## config.mk

```make
export PLATFORM = sky130hd
export DESIGN_NAME = ata_pio_sector_sequencer_unit
export DESIGN_NICKNAME = d
export VERILOG_FILES = /design/src/rtl/core/apss_pkg.sv /design/src/rtl/core/apss_front.sv /design/src/rtl/core/apss_fifo.sv /design/src/rtl/core/apss_back.sv /design/src/rtl/core/ata_pio_sector_sequencer_unit.sv
export VERILOG_INCLUDE_DIRS = /design/src /design/src/rtl/core
export SDC_FILE = /design/constraint.sdc
export NUM_CORES = 1
export LEC_CHECK = 0
export BUFFER_PORTS_ARGS = -buffer_cell sky130_fd_sc_hd__buf_2
export CAP_MARGIN = 10
export CORE_MARGIN = 2
export CORE_UTILIZATION = 52
export DETAILED_ROUTE_END_ITERATION = 10
export PLACE_DENSITY_LB_ADDON = 0.08
export SETUP_SLACK_MARGIN = 0.4
export SLEW_MARGIN = 20
export SYNTH_ARGS = -nofsm -noshare
export SYNTH_HDL_FRONTEND = slang
export SYNTH_SLANG_ARGS = --single-unit
```

## constraint.sdc

```tcl
create_clock -name clk -period 4.4 [get_ports clk]
set_input_delay 0.44 -clock clk [delete_from_list [all_inputs] [get_ports clk]]
set_output_delay 0.44 -clock clk [all_outputs]
set_load 0.005 [all_outputs]
```

## src/rtl/core/ata_pio_sector_sequencer_unit_macros.svh

```systemverilog
// Assertion macros used by the sequencer back end (apss_back).
`ifndef ATA_PIO_SECTOR_SEQUENCER_UNIT_MACROS_SVH
`define ATA_PIO_SECTOR_SEQUENCER_UNIT_MACROS_SVH
`ifndef ASSERT_OFF
`define APSS_ASSERT(lbl, prop) \
	lbl: assert property (@(posedge clk) disable iff (!arst_n) prop) \
	else $error("sequencer assertion failed");
`define APSS_ASSERT_NEXT(lbl, pre, post) \
	lbl: assert property (@(posedge clk) disable iff (!arst_n) (pre) |=> (post)) \
	else $error("sequencer assertion failed");
`else
`define APSS_ASSERT(lbl, prop)
`define APSS_ASSERT_NEXT(lbl, pre, post)
`endif
`endif

```

## src/rtl/core/apss_pkg.sv

```systemverilog
// Shared types and constants of the ATA PIO sector sequencer.
package apss_pkg;
	localparam int MaxSectorsDefault = 8;
	localparam int WordsPerSector    = 256;
	localparam int PollLimitReset    = 200000;
	localparam int BasePortReset     = 'h1F0;

	localparam logic [1:0] CMD_START = 2'd0;
	localparam logic [1:0] CMD_STAT  = 2'd1;
	localparam logic [1:0] CMD_RDW   = 2'd2;
	localparam logic [1:0] CMD_WRW   = 2'd3;

	localparam logic [2:0] KIND_PWR   = 3'd0;
	localparam logic [2:0] KIND_PRD   = 3'd1;
	localparam logic [2:0] KIND_WORD  = 3'd2;
	localparam logic [2:0] KIND_FETCH = 3'd3;
	localparam logic [2:0] KIND_DONE  = 3'd4;

	localparam logic [1:0] OUT_OK   = 2'd0;
	localparam logic [1:0] OUT_ERR  = 2'd1;
	localparam logic [1:0] OUT_TOUT = 2'd2;

	localparam logic [1:0] OP_NONE = 2'd0;
	localparam logic [1:0] OP_TF   = 2'd1;
	localparam logic [1:0] OP_RDW  = 2'd2;
	localparam logic [1:0] OP_WRW  = 2'd3;

	localparam logic [1:0] TAIL_POLL  = 2'd0;
	localparam logic [1:0] TAIL_DONE  = 2'd1;
	localparam logic [1:0] TAIL_RDREQ = 2'd2;
	localparam logic [1:0] TAIL_FETCH = 2'd3;

	localparam logic [2:0] TF_STEPS = 3'd6;

	localparam logic [1:0] CFG_POLL_IDX   = 2'd0;
	localparam logic [1:0] CFG_BASE_IDX   = 2'd1;

	typedef struct packed {
		logic [1:0]  op;
		logic [1:0]  tail;
		logic [27:0] lba;
		logic        writing;
		logic [15:0] value;
		logic [10:0] idx;
		logic [1:0]  outcome;
	} job_t;
endpackage

```

## src/rtl/core/apss_front.sv

```systemverilog
// Front end: accepts words, runs the request state machine, queues jobs.
module apss_front #(
	parameter int MAX_SECTORS = apss_pkg::MaxSectorsDefault
) (
	input  logic               clk,
	input  logic               arst_n,
	input  logic               in_valid,
	output logic               in_ready,
	input  logic [1:0]         cmd,
	input  logic [27:0]        start_lba,
	input  logic [3:0]         sector_total,
	input  logic               write_dir,
	input  logic [7:0]         status_byte,
	input  logic [15:0]        data_word,
	input  logic [19:0]        poll_limit,
	input  logic               q_full,
	output logic               q_push,
	output apss_pkg::job_t     q_job
);
	import apss_pkg::*;

	localparam logic [2:0] PH_IDLE = 3'd0;
	localparam logic [2:0] PH_PRE  = 3'd1;
	localparam logic [2:0] PH_DRQ  = 3'd2;
	localparam logic [2:0] PH_RD   = 3'd3;
	localparam logic [2:0] PH_WR   = 3'd4;
	localparam logic [2:0] PH_POST = 3'd5;

	logic [2:0]  phase_q, phase_d;
	logic [27:0] lba_q, lba_d;
	logic [3:0]  left_q, left_d;
	logic [2:0]  off_q, off_d;
	logic [7:0]  wc_q, wc_d;
	logic [19:0] polls_q, polls_d;
	logic        wr_q, wr_d;
	logic        fire;
	logic        emit;
	job_t        job;
	logic [3:0]  cnt;
	logic        ok;

	assign in_ready = !q_full;
	assign fire     = in_valid && in_ready;
	assign cnt      = (32'(sector_total) > MAX_SECTORS) ? 4'(MAX_SECTORS) : sector_total;
	assign ok       = !status_byte[7] && ((phase_q != PH_DRQ) || status_byte[3]);

	always_comb begin
		phase_d = phase_q;
		lba_d   = lba_q;
		left_d  = left_q;
		off_d   = off_q;
		wc_d    = wc_q;
		polls_d = polls_q;
		wr_d    = wr_q;
		emit    = 1'b0;
		job     = '0;
		job.lba     = lba_q;
		job.writing = wr_q;
		job.value   = data_word;
		case (cmd)
			CMD_START: begin
				if (phase_q == PH_IDLE) begin
					emit    = 1'b1;
					lba_d   = start_lba;
					wr_d    = write_dir;
					left_d  = cnt;
					off_d   = '0;
					wc_d    = '0;
					polls_d = '0;
					if (cnt == 4'd0) begin
						job.tail = TAIL_DONE;
					end else if (poll_limit == '0) begin
						job.tail    = TAIL_DONE;
						job.outcome = OUT_TOUT;
					end else begin
						job.tail = TAIL_POLL;
						polls_d  = 20'd1;
						phase_d  = PH_PRE;
					end
				end
			end
			CMD_STAT: begin
				if (phase_q == PH_PRE || phase_q == PH_DRQ || phase_q == PH_POST) begin
					emit = 1'b1;
					if (ok) begin
						case (phase_q)
							PH_PRE: begin
								job.op = OP_TF;
								if (poll_limit == '0) begin
									job.tail    = TAIL_DONE;
									job.outcome = OUT_TOUT;
									phase_d     = PH_IDLE;
								end else begin
									job.tail = TAIL_POLL;
									polls_d  = 20'd1;
									phase_d  = PH_DRQ;
								end
							end
							PH_DRQ: begin
								wc_d = '0;
								if (wr_q) begin
									phase_d  = PH_WR;
									job.tail = TAIL_FETCH;
									job.idx  = {off_q, 8'h00};
								end else begin
									phase_d  = PH_RD;
									job.tail = TAIL_RDREQ;
								end
							end
							default: begin
								left_d = left_q - 4'd1;
								lba_d  = lba_q + 28'd1;
								off_d  = off_q + 3'd1;
								if (left_q == 4'd1) begin
									job.tail = TAIL_DONE;
									phase_d  = PH_IDLE;
								end else if (poll_limit == '0) begin
									job.tail    = TAIL_DONE;
									job.outcome = OUT_TOUT;
									phase_d     = PH_IDLE;
								end else begin
									job.tail = TAIL_POLL;
									polls_d  = 20'd1;
									phase_d  = PH_PRE;
								end
							end
						endcase
					end else if (status_byte[0]) begin
						job.tail    = TAIL_DONE;
						job.outcome = OUT_ERR;
						phase_d     = PH_IDLE;
					end else if (polls_q >= poll_limit) begin
						job.tail    = TAIL_DONE;
						job.outcome = OUT_TOUT;
						phase_d     = PH_IDLE;
					end else begin
						job.tail = TAIL_POLL;
						polls_d  = polls_q + 20'd1;
					end
				end
			end
			default: begin
				if ((cmd == CMD_RDW && phase_q == PH_RD) ||
				    (cmd == CMD_WRW && phase_q == PH_WR)) begin
					emit   = 1'b1;
					job.op = (cmd == CMD_RDW) ? OP_RDW : OP_WRW;
					job.idx = {off_q, wc_q};
					if (wc_q == 8'(WordsPerSector - 1)) begin
						if (poll_limit == '0) begin
							job.tail    = TAIL_DONE;
							job.outcome = OUT_TOUT;
							phase_d     = PH_IDLE;
						end else begin
							job.tail = TAIL_POLL;
							polls_d  = 20'd1;
							phase_d  = PH_POST;
						end
					end else begin
						wc_d = wc_q + 8'd1;
						if (cmd == CMD_RDW) begin
							job.tail = TAIL_RDREQ;
						end else begin
							job.tail = TAIL_FETCH;
							job.idx  = {off_q, wc_q + 8'd1};
						end
					end
				end
			end
		endcase
	end

	assign q_push = fire && emit;
	assign q_job  = job;

	always_ff @(posedge clk or negedge arst_n) begin
		if (!arst_n) begin
			phase_q <= PH_IDLE;
			lba_q   <= '0;
			left_q  <= '0;
			off_q   <= '0;
			wc_q    <= '0;
			polls_q <= '0;
			wr_q    <= 1'b0;
		end else if (fire) begin
			phase_q <= phase_d;
			lba_q   <= lba_d;
			left_q  <= left_d;
			off_q   <= off_d;
			wc_q    <= wc_d;
			polls_q <= polls_d;
			wr_q    <= wr_d;
		end
	end
endmodule

```

## src/rtl/core/apss_fifo.sv

```systemverilog
// Job queue between the front end and the result generator.
module apss_fifo (
	input  logic           clk,
	input  logic           arst_n,
	input  logic           push,
	input  apss_pkg::job_t push_job,
	output logic           full,
	input  logic           pop,
	output logic           empty,
	output apss_pkg::job_t head
);
	import apss_pkg::*;

	job_t       mem_q [4];
	logic [1:0] wp_q, rp_q;
	logic [2:0] cnt_q;

	assign full  = (cnt_q == 3'd4);
	assign empty = (cnt_q == 3'd0);
	assign head  = mem_q[rp_q];

	always_ff @(posedge clk) begin
		if (push) begin
			mem_q[wp_q] <= push_job;
		end
	end

	always_ff @(posedge clk or negedge arst_n) begin
		if (!arst_n) begin
			wp_q  <= '0;
			rp_q  <= '0;
			cnt_q <= '0;
		end else begin
			if (push) wp_q <= wp_q + 2'd1;
			if (pop) rp_q <= rp_q + 2'd1;
			cnt_q <= cnt_q + 3'(push) - 3'(pop);
		end
	end
endmodule

```

## src/rtl/core/apss_back.sv

```systemverilog
// Back end: expands queued jobs into result words.
`include "ata_pio_sector_sequencer_unit_macros.svh"
module apss_back (
	input  logic           clk,
	input  logic           arst_n,
	input  logic           q_empty,
	input  apss_pkg::job_t job,
	output logic           q_pop,
	input  logic [15:0]    base_port,
	output logic           out_valid,
	input  logic           out_ready,
	output logic [2:0]     kind,
	output logic [15:0]    port_addr,
	output logic           word_access,
	output logic [15:0]    port_value,
	output logic [10:0]    buffer_index,
	output logic [1:0]     outcome,
	output logic           last
);
	import apss_pkg::*;

	logic [2:0] step_q;
	logic       is_tail;
	logic       take;

	assign out_valid = !q_empty;
	assign take      = out_valid && out_ready;
	assign is_tail   = (job.op == OP_NONE) ||
	                   (job.op == OP_TF && step_q == TF_STEPS) ||
	                   ((job.op == OP_RDW || job.op == OP_WRW) && step_q == 3'd1);
	assign q_pop     = take && is_tail;
	assign last      = is_tail;

	always_comb begin
		kind         = KIND_PWR;
		port_addr    = '0;
		word_access  = 1'b0;
		port_value   = '0;
		buffer_index = '0;
		outcome      = OUT_OK;
		if (is_tail) begin
			case (job.tail)
				TAIL_POLL: begin
					kind      = KIND_PRD;
					port_addr = base_port + 16'd7;
				end
				TAIL_DONE: begin
					kind    = KIND_DONE;
					outcome = job.outcome;
				end
				TAIL_RDREQ: begin
					kind        = KIND_PRD;
					port_addr   = base_port;
					word_access = 1'b1;
				end
				default: begin
					kind         = KIND_FETCH;
					buffer_index = job.idx;
				end
			endcase
		end else if (job.op == OP_RDW) begin
			kind         = KIND_WORD;
			port_value   = job.value;
			buffer_index = job.idx;
		end else if (job.op == OP_WRW) begin
			port_addr   = base_port;
			word_access = 1'b1;
			port_value  = job.value;
		end else begin
			case (step_q)
				3'd0: begin
					port_addr  = base_port + 16'd6;
					port_value = {8'h00, 4'hE, job.lba[27:24]};
				end
				3'd1: begin
					port_addr  = base_port + 16'd2;
					port_value = 16'd1;
				end
				3'd2: begin
					port_addr  = base_port + 16'd3;
					port_value = {8'h00, job.lba[7:0]};
				end
				3'd3: begin
					port_addr  = base_port + 16'd4;
					port_value = {8'h00, job.lba[15:8]};
				end
				3'd4: begin
					port_addr  = base_port + 16'd5;
					port_value = {8'h00, job.lba[23:16]};
				end
				default: begin
					port_addr  = base_port + 16'd7;
					port_value = job.writing ? 16'h0030 : 16'h0020;
				end
			endcase
		end
	end

	always_ff @(posedge clk or negedge arst_n) begin
		if (!arst_n) begin
			step_q <= '0;
		end else if (take) begin
			step_q <= is_tail ? 3'd0 : step_q + 3'd1;
		end
	end

	`APSS_ASSERT(a_idle_step, q_empty |-> (step_q == 3'd0))
	`APSS_ASSERT(a_step_range, (!q_empty && job.op != OP_TF) |-> (step_q <= 3'd1))
	`APSS_ASSERT_NEXT(a_job_holds, take && !is_tail, out_valid && step_q != 3'd0)
endmodule

```

## src/rtl/core/ata_pio_sector_sequencer_unit.sv

```systemverilog
// Top level of the ATA PIO LBA28 sector sequencer.
//  channel | direction | words
//  in      | in        | cmd, start_lba, sector_total, write_dir, status_byte, data_word
//  out     | out       | kind, port_addr, word_access, port_value, buffer_index, outcome, last
//  cfg     | in        | cfg_index, cfg_data (0 poll_limit, 1 base_port)
// One input word is taken per cycle while the four-entry job queue has room.
// Results leave one per cycle while out_ready is high; a taskfile job yields seven results, others one or two.
// Reset clears the request state and queue; registers return to 200000 and 0x1F0.
// A stalled output fills the queue and then holds in_ready low.
module ata_pio_sector_sequencer_unit #(
	parameter int MAX_SECTORS = apss_pkg::MaxSectorsDefault
) (
	input  logic        clk,
	input  logic        arst_n,
	input  logic        in_valid,
	output logic        in_ready,
	input  logic [1:0]  cmd,
	input  logic [27:0] start_lba,
	input  logic [3:0]  sector_total,
	input  logic        write_dir,
	input  logic [7:0]  status_byte,
	input  logic [15:0] data_word,
	output logic        out_valid,
	input  logic        out_ready,
	output logic [2:0]  kind,
	output logic [15:0] port_addr,
	output logic        word_access,
	output logic [15:0] port_value,
	output logic [10:0] buffer_index,
	output logic [1:0]  outcome,
	output logic        last,
	input  logic        cfg_valid,
	output logic        cfg_ready,
	input  logic [1:0]  cfg_index,
	input  logic [19:0] cfg_data
);
	import apss_pkg::*;

	logic [19:0] poll_limit_q;
	logic [15:0] base_port_q;
	logic        q_full, q_empty, q_push, q_pop;
	job_t        push_job, head_job;

	assign cfg_ready = 1'b1;

	always_ff @(posedge clk or negedge arst_n) begin
		if (!arst_n) begin
			poll_limit_q <= 20'(PollLimitReset);
			base_port_q  <= 16'(BasePortReset);
		end else if (cfg_valid) begin
			if (cfg_index == CFG_POLL_IDX) poll_limit_q <= cfg_data;
			if (cfg_index == CFG_BASE_IDX) base_port_q <= cfg_data[15:0];
		end
	end

	apss_front #(.MAX_SECTORS(MAX_SECTORS)) u_front (
		.clk, .arst_n, .in_valid, .in_ready, .cmd, .start_lba, .sector_total,
		.write_dir, .status_byte, .data_word, .poll_limit(poll_limit_q),
		.q_full, .q_push, .q_job(push_job)
	);

	apss_fifo u_fifo (
		.clk, .arst_n, .push(q_push), .push_job, .full(q_full),
		.pop(q_pop), .empty(q_empty), .head(head_job)
	);

	apss_back u_back (
		.clk, .arst_n, .q_empty, .job(head_job), .q_pop, .base_port(base_port_q),
		.out_valid, .out_ready, .kind, .port_addr, .word_access, .port_value,
		.buffer_index, .outcome, .last
	);
endmodule

```

* Yosys cells after proc, flatten, opt, wreduce, memory -nomap -nowiden
Memory sizes are Yosys's and may differ from the RTL's.
Cells that the tools add are included.
** Storage, ports and cells
- Bits in registers :: 113
- Bits in writable memories :: 248
- Logic and storage cells :: 225
- Memories kept :: 1
** Memories
- u_fifo.mem_q :: words 4, width 62, rd ports 1, clocked after memory_dff 0, write ports 1, line apss_fifo.sv:14 : job_t mem_q [4];
** Operators by class
- Add/sub/neg operators :: 16
- $lt $le $gt $ge :: 2
- Equality and inequality tests :: 36
- Mux-type cells :: 116
- Reductions and logical operators :: 41
** Operator list (count)
- two-way mux 20 bit :: 10
- one-hot mux 16 bit (5 select lines) :: 2
- two-way mux 28 bit :: 4
- two-way mux 16 bit :: 6
- one-hot mux 20 bit (2 select lines) :: 2
- two-way mux 11 bit :: 6
- adder 16 x 3 -> 16 bit (second input constant) :: 4
- two-way mux 8 bit :: 8
- one-hot mux 28 bit (2 select lines) :: 1
- two-way mux 3 bit :: 18
- two-way mux 2 bit :: 17
- adder 16 x 2 -> 16 bit (second input constant) :: 2
- one-hot mux 16 bit (2 select lines) :: 1
- adder 28 x 1 -> 28 bit (second input constant) :: 1
- two-way mux 4 bit :: 7
- two-way mux 13 bit :: 2
- one-hot mux 3 bit (2 select lines) :: 4
- one-hot mux 11 bit (2 select lines) :: 1
- adder 20 x 1 -> 20 bit (second input constant) :: 1
- greater-or-equal comparator 20 bit :: 1
- zero test 20 bit :: 1
- one-hot mux 2 bit (2 select lines) :: 5
- two-way mux 1 bit :: 18
- one-hot mux 8 bit (2 select lines) :: 1
- other kinds (39) :: 88

* Longest topological paths before layout
Gate-level depths: netlist of the first run.
- Depth after elaboration :: 8
- Mapped depth :: 13
- Depth with buffers taken out :: 12

* Cells and area by module
From an unflattened synthesis of the first run, not the netlist that was laid out.
** Second synthesis, totals
- Cells, all modules :: 1537
- Area total of the unflattened synthesis :: 18642.9 sq um
** Modules (own cells, without submodules)
- apss_fifo :: times used 1, cells each 358, area each 9410.3 sq um, sequential area each 7622.3 sq um
- apss_front :: times used 1, cells each 692, area each 5236.3 sq um, sequential area each 1676.6 sq um
- apss_back :: times used 1, cells each 408, area each 2568.7 sq um, sequential area each 75.1 sq um
- ata_pio_sector_sequencer_unit :: times used 1, cells each 79, area each 1427.6 sq um, sequential area each 914.6 sq um

* Least setup slack after synthesis of the first run
Ideal clock, no wire load.
- Kind :: register to register
- Start :: register u_front.phase_q[1]
- End :: memory u_fifo.mem_q[0][0] (netlist bit) (enable)
- Setup time :: 0.427 ns
- Data arrival time :: 2.707 ns
- Data required time :: 3.973 ns
- Path slack :: 1.266 ns
- Stages on the path, launching flop included :: 6
- Path buffers :: 1
- Cell sequence :: dfrtp_1 buf_2 nor3b_1 o2bb2ai_1 o211a_1 and2_1
** Between the ends
- Longest elaborated chain between the ends :: 8
** RTL lines
- from (decl) :: line apss_front.sv:29 : logic [2:0] phase_q, phase_d;
- from (signal assigned) :: line apss_front.sv:185 : phase_q <= phase_d;
- == test 3 x 2 -> 1 bit, or another cell as far along :: line apss_front.sv:143 : if ((cmd == CMD_RDW && phase_q == PH_RD) ||
- logical AND 1 bit, or another cell as far along :: line apss_front.sv:143
- logical OR 1 bit, on equally long branches :: line apss_front.sv:143, apss_front.sv:83
- two-way mux 1 bit, on equally long branches :: line apss_front.sv:143, apss_front.sv:83
- one-hot mux 1 bit (2 select lines) (*) :: line apss_front.sv:60 : case (cmd)
- logical AND 1 bit (*) :: line apss_front.sv:172 : assign q_push = fire && emit;
- two-way mux 1 bit (*) :: line apss_fifo.sv:23 : if (push) begin
- two-way mux 1 bit (implied by the code) (*) :: line apss_fifo.sv:24 : mem_q[wp_q] <= push_job;
- to (decl) :: line apss_fifo.sv:14
Mark *: on every way between the ends. The rest lies on a longest branch, timed or not.

* Worst setup path in the final report of the first run
- Start :: register u_fifo.rp_q[0]
- End :: output port port_addr[10]
** Between the ends
- Longest elaborated chain between the ends :: 6
** RTL lines
- from (decl) :: line apss_fifo.sv:15 : logic [1:0] wp_q, rp_q;
- from (signal assigned) :: line apss_fifo.sv:35 : if (pop) rp_q <= rp_q + 2'd1;
- memory read (4 x 62 bit) (*)
- == test 2 x 1 -> 1 bit, or another cell as far along :: line apss_back.sv:29 : (job.op == OP_TF && step_q == TF_STEPS) ||
- logical AND 1 bit / logical OR 1 bit (equally long branches) :: line apss_back.sv:29, apss_back.sv:30
- logical OR 1 bit / logical AND 1 bit (equally long branches) :: line apss_back.sv:28, apss_back.sv:30
- logical OR 1 bit :: line apss_back.sv:29
- two-way mux 16 bit (*) :: line apss_back.sv:41 : if (is_tail) begin
- to (decl) :: line ata_pio_sector_sequencer_unit.sv:26 : output logic [15:0] port_addr,
Marks and branches as above.

==> results.md, run 1 <==
* Status: complete, no violations
* Via density at ~6.2
* Largest net degree at the start of global routing at 68
* Die area at around 36000 µm²
* CTS tree: done
* Design Area, Final at between 20000 and 25000 µm²
* Endpoints failing setup at 0
* Max clock buf depth at 3
* Highest ir drop seen on vdd at 0.3202 mV
* Cell area power density at 626.8 nW/µm²
* Placed inst area at between 15000 and 20000 µm²
* Chip width at roughly 190 µm
* I/O pin count at roughly 140
* CP arrival at between 3 and 4 ns
* Initial antenna violation count at 1
* Cts hold-fix bufs at 0
* Core Region at approximately 34000 µm²
* Post-Route Setup TNS at 0 ns
* Crit-path max FO at 13
* Post-synth EDFFs at 248
* Worst Clk Skew at 0.02795 ns
* Area growth from synthesis to layout at 13.83%
* Mapped Area at approximately 18000 µm²
* Mean Syn Cell Area at between 10 and 15 µm²
* Post-synthesis sequential area ratio at 0.5702
* CTS Root Cell: clkbuf_16
* WS Path Type: reg2out
* DRT Pass-1 Iters at 6
* Fmax at approximately 0.26 GHz
* PortBufs at ~130
* Vias in the first global route at about 13000
* Yosys reg bits at roughly 360
* Worst-path clk slew at roughly 0.06 ns
* # placed instances at roughly 2000
* Share of cells above drive strength 1 at 0.2038
* Num CTS Buffers at 39
* RSZ-0062 raised after global routing: false
* Cells after Synth at 1514
* Cell Count, Final, Fillers Out at between 2000 and 2500
* Synth Warn # at 0
* # fillers at roughly 2800
* Final wirelength at between 40000 and 50000 µm
* Via count at 13200
* GRT Overall Usage at 0.2623
* MaxCap Viol Count at 0
* Mapped Nets at roughly 1600
* HPWL Detailed at roughly 31000 µm
* Hold Violations, Final at 0
* DR WL/cell at 22.03 µm
* Hold WC Path Type: in2async
* Count of different cell masters after synthesis at 78
* Global-route wire length before repair at approximately 73000 µm
* Clk_lat worst skew at about 0.54 ns
* Critical Path End Type: output pin
* ANT nets after route at 0
* Die height at around 190 µm
* Nets at about 1800
* DRC at 0
* Fraction of registers with async set/reset at 0.3130
* Startpoint Class: flip-flop
* Clock sink count at roughly 360
* Row count at 68
* Initial Utilization at 0.5249
* Placer Congestion at between 0.9 and 1
* Rel. slew slack at 0.2816
* Fin. max-slew vios at 0
* Worst Path Required at around 4.0 ns
* Post-layout min period at approximately 3.9 ns
* Overflow after GRT at 0
* CTS H-tree depth at 2
* Leakage power at approximately 7.7 nW
* Detailed Route Iter0 Violations at 1091
* Fin crit share at 0.8758
* Worst-Margin Slew at between 1 and 1.5 ns
* Top_reg_cell synth: edfxtp_1
-- report_power, final --
group | switching, mW | internal (mW) | total [mW]
combinational | 2.67 | 1.94 | 4.61
sequential | 0.713 | 4.38 | 5.10
clock | 1.33 | 1.84 | 3.17
total | 4.71 | 8.16 | 12.9
-- sequential cells by signal (all words and copies together), names as in the netlist, 4 cells and up --
register / count
u_fifo.mem_q: 248
u_front.lba_q: 28
poll_limit_q: 20
u_front.polls_q: 20
base_port_q: 16
u_front.wc_q: 8
u_front.left_q: 4
-- worst paths after layout --
check | slack (ns) | depth (start not counted) | to | startpoint
hold / removal | 0.05 | 1 | base_port_q[14]$_DFFE_PN0P_ | arst_n
hold reg to reg | 0.48 | 1 | u_front.off_q[2]$_DFFE_PN0P_ | u_front.off_q[2]$_DFFE_PN0P_
setup reg to reg | 1.04 | 9 | u_fifo.cnt_q[1]$_DFF_PN0_ | u_fifo.rp_q[1]$_DFFE_PN0P_
setup / recovery | 0.55 | 8 | port_addr[10] | u_fifo.rp_q[0]$_DFFE_PN0P_
max in group asynchronous | 3.41 | 2 | u_front.lba_q[18]$_DFFE_PN0P_ | arst_n
min in group clk | 0.11 | 3 | poll_limit_q[17]$_DFFE_PN1P_ | cfg_data[17]
-- per-layer routing --
metal | part of all wire | track usage
met1 | 0.46 | 0.3949
met2 | 0.46 | 0.4081
met3 | 0.063 | 0.03312
met4 | 0.018 | 0.06559
met5 | 0 | 0
-- critical path: stages (launching register included) --
cell,delay [ns]
dfrtp_4,0.52
mux4_2,0.64
nand3b_4,0.32
and2_4,0.24
a21boi_4,0.26
inv_2,0.14
a311o_1,0.34
a221o_1,0.29
buf_2,0.12
-- cells in the mapped netlist, types with 6 or more instances --
cell type / n / area share
edfxtp_1: 248 / 0.41
nand2_1: 133 / 0.028
o21ai_0: 119 / 0.033
dfrtp_1: 102 / 0.14
nor2_1: 102 / 0.021
a21oi_1: 87 / 0.024
clkbuf_1: 62 / 0.013
mux4_2: 58 / 0.072
inv_1: 51 / 0.011
nand3_1: 44 / 0.012
ha_1: 43 / 0.030
and3_1: 38 / 0.013
a31oi_1: 34 / 0.012
nor3_1: 33 / 0.0092
mux2_2: 23 / 0.014
nor2b_1: 23 / 0.0080
nand2b_1: 19 / 0.0066
o22ai_1: 18 / 0.0062
buf_2: 16 / 0.0044
xnor2_1: 16 / 0.0078
nor4_1: 15 / 0.0052
and2_1: 12 / 0.0042
xor2_1: 12 / 0.0058
a41oi_1: 11 / 0.0053
dfstp_2: 11 / 0.016
nand4_1: 11 / 0.0038
mux2i_1: 9 / 0.0050
a21o_1: 8 / 0.0033
a221oi_1: 8 / 0.0039
a22oi_1: 8 / 0.0033
buf_1: 8 / 0.0017
o31ai_1: 8 / 0.0033
a22o_1: 7 / 0.0034
o211ai_1: 7 / 0.0029
o221ai_1: 7 / 0.0034
or3_1: 6 / 0.0021
-- cell usage in the layout (no fill, tap or decap), types with 28 or more instances in the layout --
master	instances
nor3_1	33
a31oi_1	34
clkbuf_16	40
nand3_1	44
inv_1	50
dfrtp_1	100
a21oi_1	87
ha_1	42
buf_4	28
nor2_1	101
and3_1	37
mux4_2	58
edfxtp_1	248
o21ai_0	118
buf_2	131
nand2_1	132
-- final cells by class --
type | instances | area (µm²) | share of cell area
diodes | 1 | 2.502 | 0.0001218
clock buffers | 57 | 1115 | 0.05428
clock inverters | 15 | 145.1 | 0.007067
inverters | 53 | 198.9 | 0.009686
multi-input cells | 1013 | 7266 | 0.3538
flip-flops and latches | 361 | 10290 | 0.5012
well taps | 455 | 569.3 | 0.02772
repair buffers | 164 | 948.4 | 0.04618
-- cell families (layout without fill, tap and decap cells) --
kind of cell               after synthesis  count (layout)  synth area share
AOI/OAI and AO/OA                      383             383            0.1340
muxes                                   90              91           0.09174
xor gates and xnor gates                28              28           0.01359
and+or+nand+nor                        464             464            0.1261
buffers and inverters                  141             289           0.03107
other                                    1               2         0.0002078
adders and majority gates               46              46           0.03315
DFF                                    361             361            0.5702
-- metrics by stage --
stage | utilization | setup slack (ns) | hold WS (ns) | total power [mW]
floorplan | - | 1.266 | 0.1444 | 7.894
global placement | 0.5586 | 0.7999 | 0.4566 | 9.551
detailed placement | 0.5586 | 0.7737 | 0.4593 | 9.666
CTS | 0.5962 | 0.3913 | 0.08189 | 12.88
global route | 0.5974 | 0.4109 | 0.1087 | 13.61
finish | 0.5975 | 0.5465 | 0.04786 | 12.87
-- what timing repair did --
action / CTS / global route
hold endpoints to repair: 0 / 0
gates cloned: 1 / 0
buffers inserted: 0 / 3
resized for setup: 3 / 7
setup endpoints to repair: 10 / 12
No activity file was read; power rests on OpenSTA's default activity.
==> inputs of run 2 (changes only) <==
==> constraint.sdc (replaced) <==
create_clock -name clk -period 4.4 [get_ports clk]
set_input_delay 0.66 -clock clk [delete_from_list [all_inputs] [get_ports clk]]
set_output_delay 0.66 -clock clk [all_outputs]
set_load 0.005 [all_outputs]
==> run 2 against run 1 <==
Setup slack worse by 0.067 ns. Via count shrank 0.66%. Non-clock buffer count increased by 1. Clock power barely moved. Final cell count is essentially flat. Sequential share of layout area is 0.076 points lower. Die area unchanged. Routed wire length is 2.4% lower. Clock skew shrank 0.0069 ns. Worst hold slack improved by 0.15 ns. Critical path type unchanged. Critical endpoint is now port_value[3]. Largest cell class unchanged. Largest power group unchanged. Highest routed layer unchanged.
==> results.md, run 2 (synthesized netlist as in run 1, its figures left out) <==
* Status: complete, no violations
* Vias in the first global route at 12670
* MaxCap Viol Count at 0
* Fin crit share at 0.8911
* Hold Violations, Final at 0
* DRT Pass-1 Iters at 5
* Top reg by flops: u_fifo.mem_q
* Crit-path max FO at 33
* Max clock buf depth at 3
* Startpoint Class: flip-flop
* Fmax at 0.2551 GHz
* Slowest stage delay, CP at just under 0.6 ns
* CTS Root Cell: clkbuf_16
* Via count at ~13000
* Biggest regs: u_fifo.mem_q (248), u_front.lba_q (28)
* Nets at 1764
* Die area at ~36000 µm²
* Sequential share of power at 0.397
* Die height at approximately 190 µm
* Max reg flops at ~250
* CTS H-tree depth at 2
* DRC at 0
* Post-Route Setup TNS at 0 ns
* Global-route wire length before repair at 71270 µm
* Worst Clk Skew at 0.02107 ns
* P_int at roughly 8.2 mW
* Most common cell after layout, fill and taps aside: edfxtp_1
* Clock sink count at roughly 360
* CTS tree: done
* Highest ir drop seen on vdd at ~0.35 mV
* Post-layout min period at roughly 3.9 ns
* Clk pwr share at 0.246
* DR WL/cell at about 22 µm
* ANT nets after route at 0
* Initial antenna violation count at 0
* Hold WC Path Type: in2async
* Worst-path clk slew at roughly 0.060 ns
* Final core occ at 0.5986
* Chip width at around 190 µm
* PortBufs at around 130
* Row count at between 60 and 70
* Net Switching at ~4.7 mW
* Slowest CP cell: mux4_2
* Critical Path End Type: output pin
* WS Path Type: reg2out
* HPWL Detailed at between 30000 and 40000 µm
* Num CTS Buffers at 39
* Core Region at ~34000 µm²
* CP arrival at approximately 3.3 ns
* Cell area power density at ~630 nW/µm²
* Fin. max-slew vios at 0
* Detailed Route Iter0 Violations at approximately 1000
* Most frequent cells in the layout: edfxtp_1 (248), nand2_1 (131), buf_2 (131), o21ai_0 (116), nor2_1 (100)
* Gate power share at 0.358
* Overflow after GRT at 0
* Cts hold-fix bufs at 0
* Endpoints failing setup at 0
* Largest net degree at the start of global routing at 63
* I/O pin count at between 100 and 150
* Most used cell, CP: nor2_1
* Final wirelength at 45540 µm
* Via density at 6.192
* Initial Utilization at 0.5249
* Sw Ratio at 0.3658
* Area growth from synthesis to layout at 14.04%
* Leakage power at between 7 and 8 nW
* Worst-Margin Slew at approximately 1.1 ns
* Rel. slew slack at 0.2354
* CP cell instances: buf_4 > mux4_2 > a222oi_1 > nor2_1 > a21oi_1 > nor2_1 > buf_2
* Placer Congestion at just under 0.9
* RSZ-0062 raised after global routing: true
* Clk_lat worst skew at between 0.5 and 0.6 ns
* GRT Overall Usage at 0.2542
* Worst Path Required at 3.74 ns
* Share of cells above drive strength 1 at 0.2136
[run 2: cell count changes in the layout (fill, tap and decap cells not counted), sizes merged]
cell      delta
buf          +1
bufinv       +1
clkbuf       -7
clkinv       +1
clkinvlp     +5
inv          -1
mux4         -1
[run 2: cell type report]
| cell class | count | area, µm² |
|---|---|---|
| Tap cell | 455 | 569.3 |
| Antenna cell | 1 | 2.502 |
| Clock inverter | 21 | 205.2 |
| Timing Repair Buffer | 165 | 980.9 |
| Multi-Input combinational cell | 1012 | 7271 |
| Fill cell | 2834 | 13800 |
| Sequential cell | 361 | 10300 |
| Clock buffer | 50 | 1045 |
| Inverter | 53 | 206.4 |
[run 2: path summary, 6_finish.rpt]
| check | end | slack (ns) | from | depth (start not counted) |
|---|---|---|---|---|
| min in group clk | poll_limit_q[18]$_DFFE_PN0P_ | 0.33 | cfg_data[18] | 3 |
| setup / recovery | port_value[3] | 0.48 | u_fifo.rp_q[0]$_DFFE_PN0P_ | 7 |
| hold / removal | poll_limit_q[3]$_DFFE_PN0P_ | 0.20 | arst_n | 1 |
| hold reg to reg | u_front.off_q[2]$_DFFE_PN0P_ | 0.47 | u_front.off_q[2]$_DFFE_PN0P_ | 1 |
| setup reg to reg | u_fifo.mem_q[0][59]$_DFFE_PP_ | 1.15 | u_front.phase_q[1]$_DFFE_PN0P_ | 4 |
| max in group asynchronous | poll_limit_q[17]$_DFFE_PN1P_ | 3.23 | arst_n | 2 |
[run 2: what timing repair did]
| action | in CTS | in global routing |
|---|---|---|
| gates cloned | 0 | 0 |
| pin swaps | 0 | 0 |
| setup endpoints to repair | 11 | 17 |
| setup buffers | 2 | 2 |
| resized for setup | 7 | 16 |
[run 2: worst max-delay path: cells and delay by family, from the launching register on]
kind	cells	cell delay (ns)
AO/OA/AOI/OAI	2	0.72
AND/OR/NAND/NOR	2	0.15
multiplexers	1	0.59
buffers and inverters	2	0.71
flip-flops	1	0.51
[run 2: per-layer routing]
metal | vias to the layer above | track usage | wire length, µm | part of all wire
met5 | - | 0 | 0 | 0
met4 | 0 | 0.05874 | 780 | 0.017
met3 | 65 | 0.03828 | 3051 | 0.067
met2 | 454 | 0.3968 | 21070 | 0.46
met1 | 6561 | 0.3793 | 20640 | 0.45
li1 | 6034 | - | - | -
[run 2: power groups by stage]
| stage | logic [mW] | registers (mW) | clock network, mW |
|---|---|---|---|
| after floorplan | 3.13 | 4.77 | 0 |
| after global placement | 4.46 | 5.11 | 0 |
| after detailed placement | 4.49 | 5.15 | 0 |
| after CTS | 4.55 | 5.09 | 3.21 |
| after global routing | 5.05 | 5.20 | 3.36 |
| final | 4.61 | 5.11 | 3.17 |
[run 2: metrics by stage]
| stage | total power, mW | hold slack (ns) | std cells | area [µm²] | setup WS (ns) |
|---|---|---|---|---|---|
| 2_1_floorplan | 7.894 | 0.3644 | 1514 | 18040 | 1.162 |
| 3_3_place_gp | 9.569 | 0.4537 | 2042 | 19210 | 0.8231 |
| 3_5_place_dp | 9.646 | 0.4564 | 2042 | 19210 | 0.7993 |
| 4_1_cts | 12.86 | 0.2156 | 2115 | 20490 | 0.4122 |
| 5_1_grt | 13.61 | 0.2538 | 2117 | 20570 | 0.2801 |
| 6_report | 12.89 | 0.1995 | 2118 | 20580 | 0.4793 |
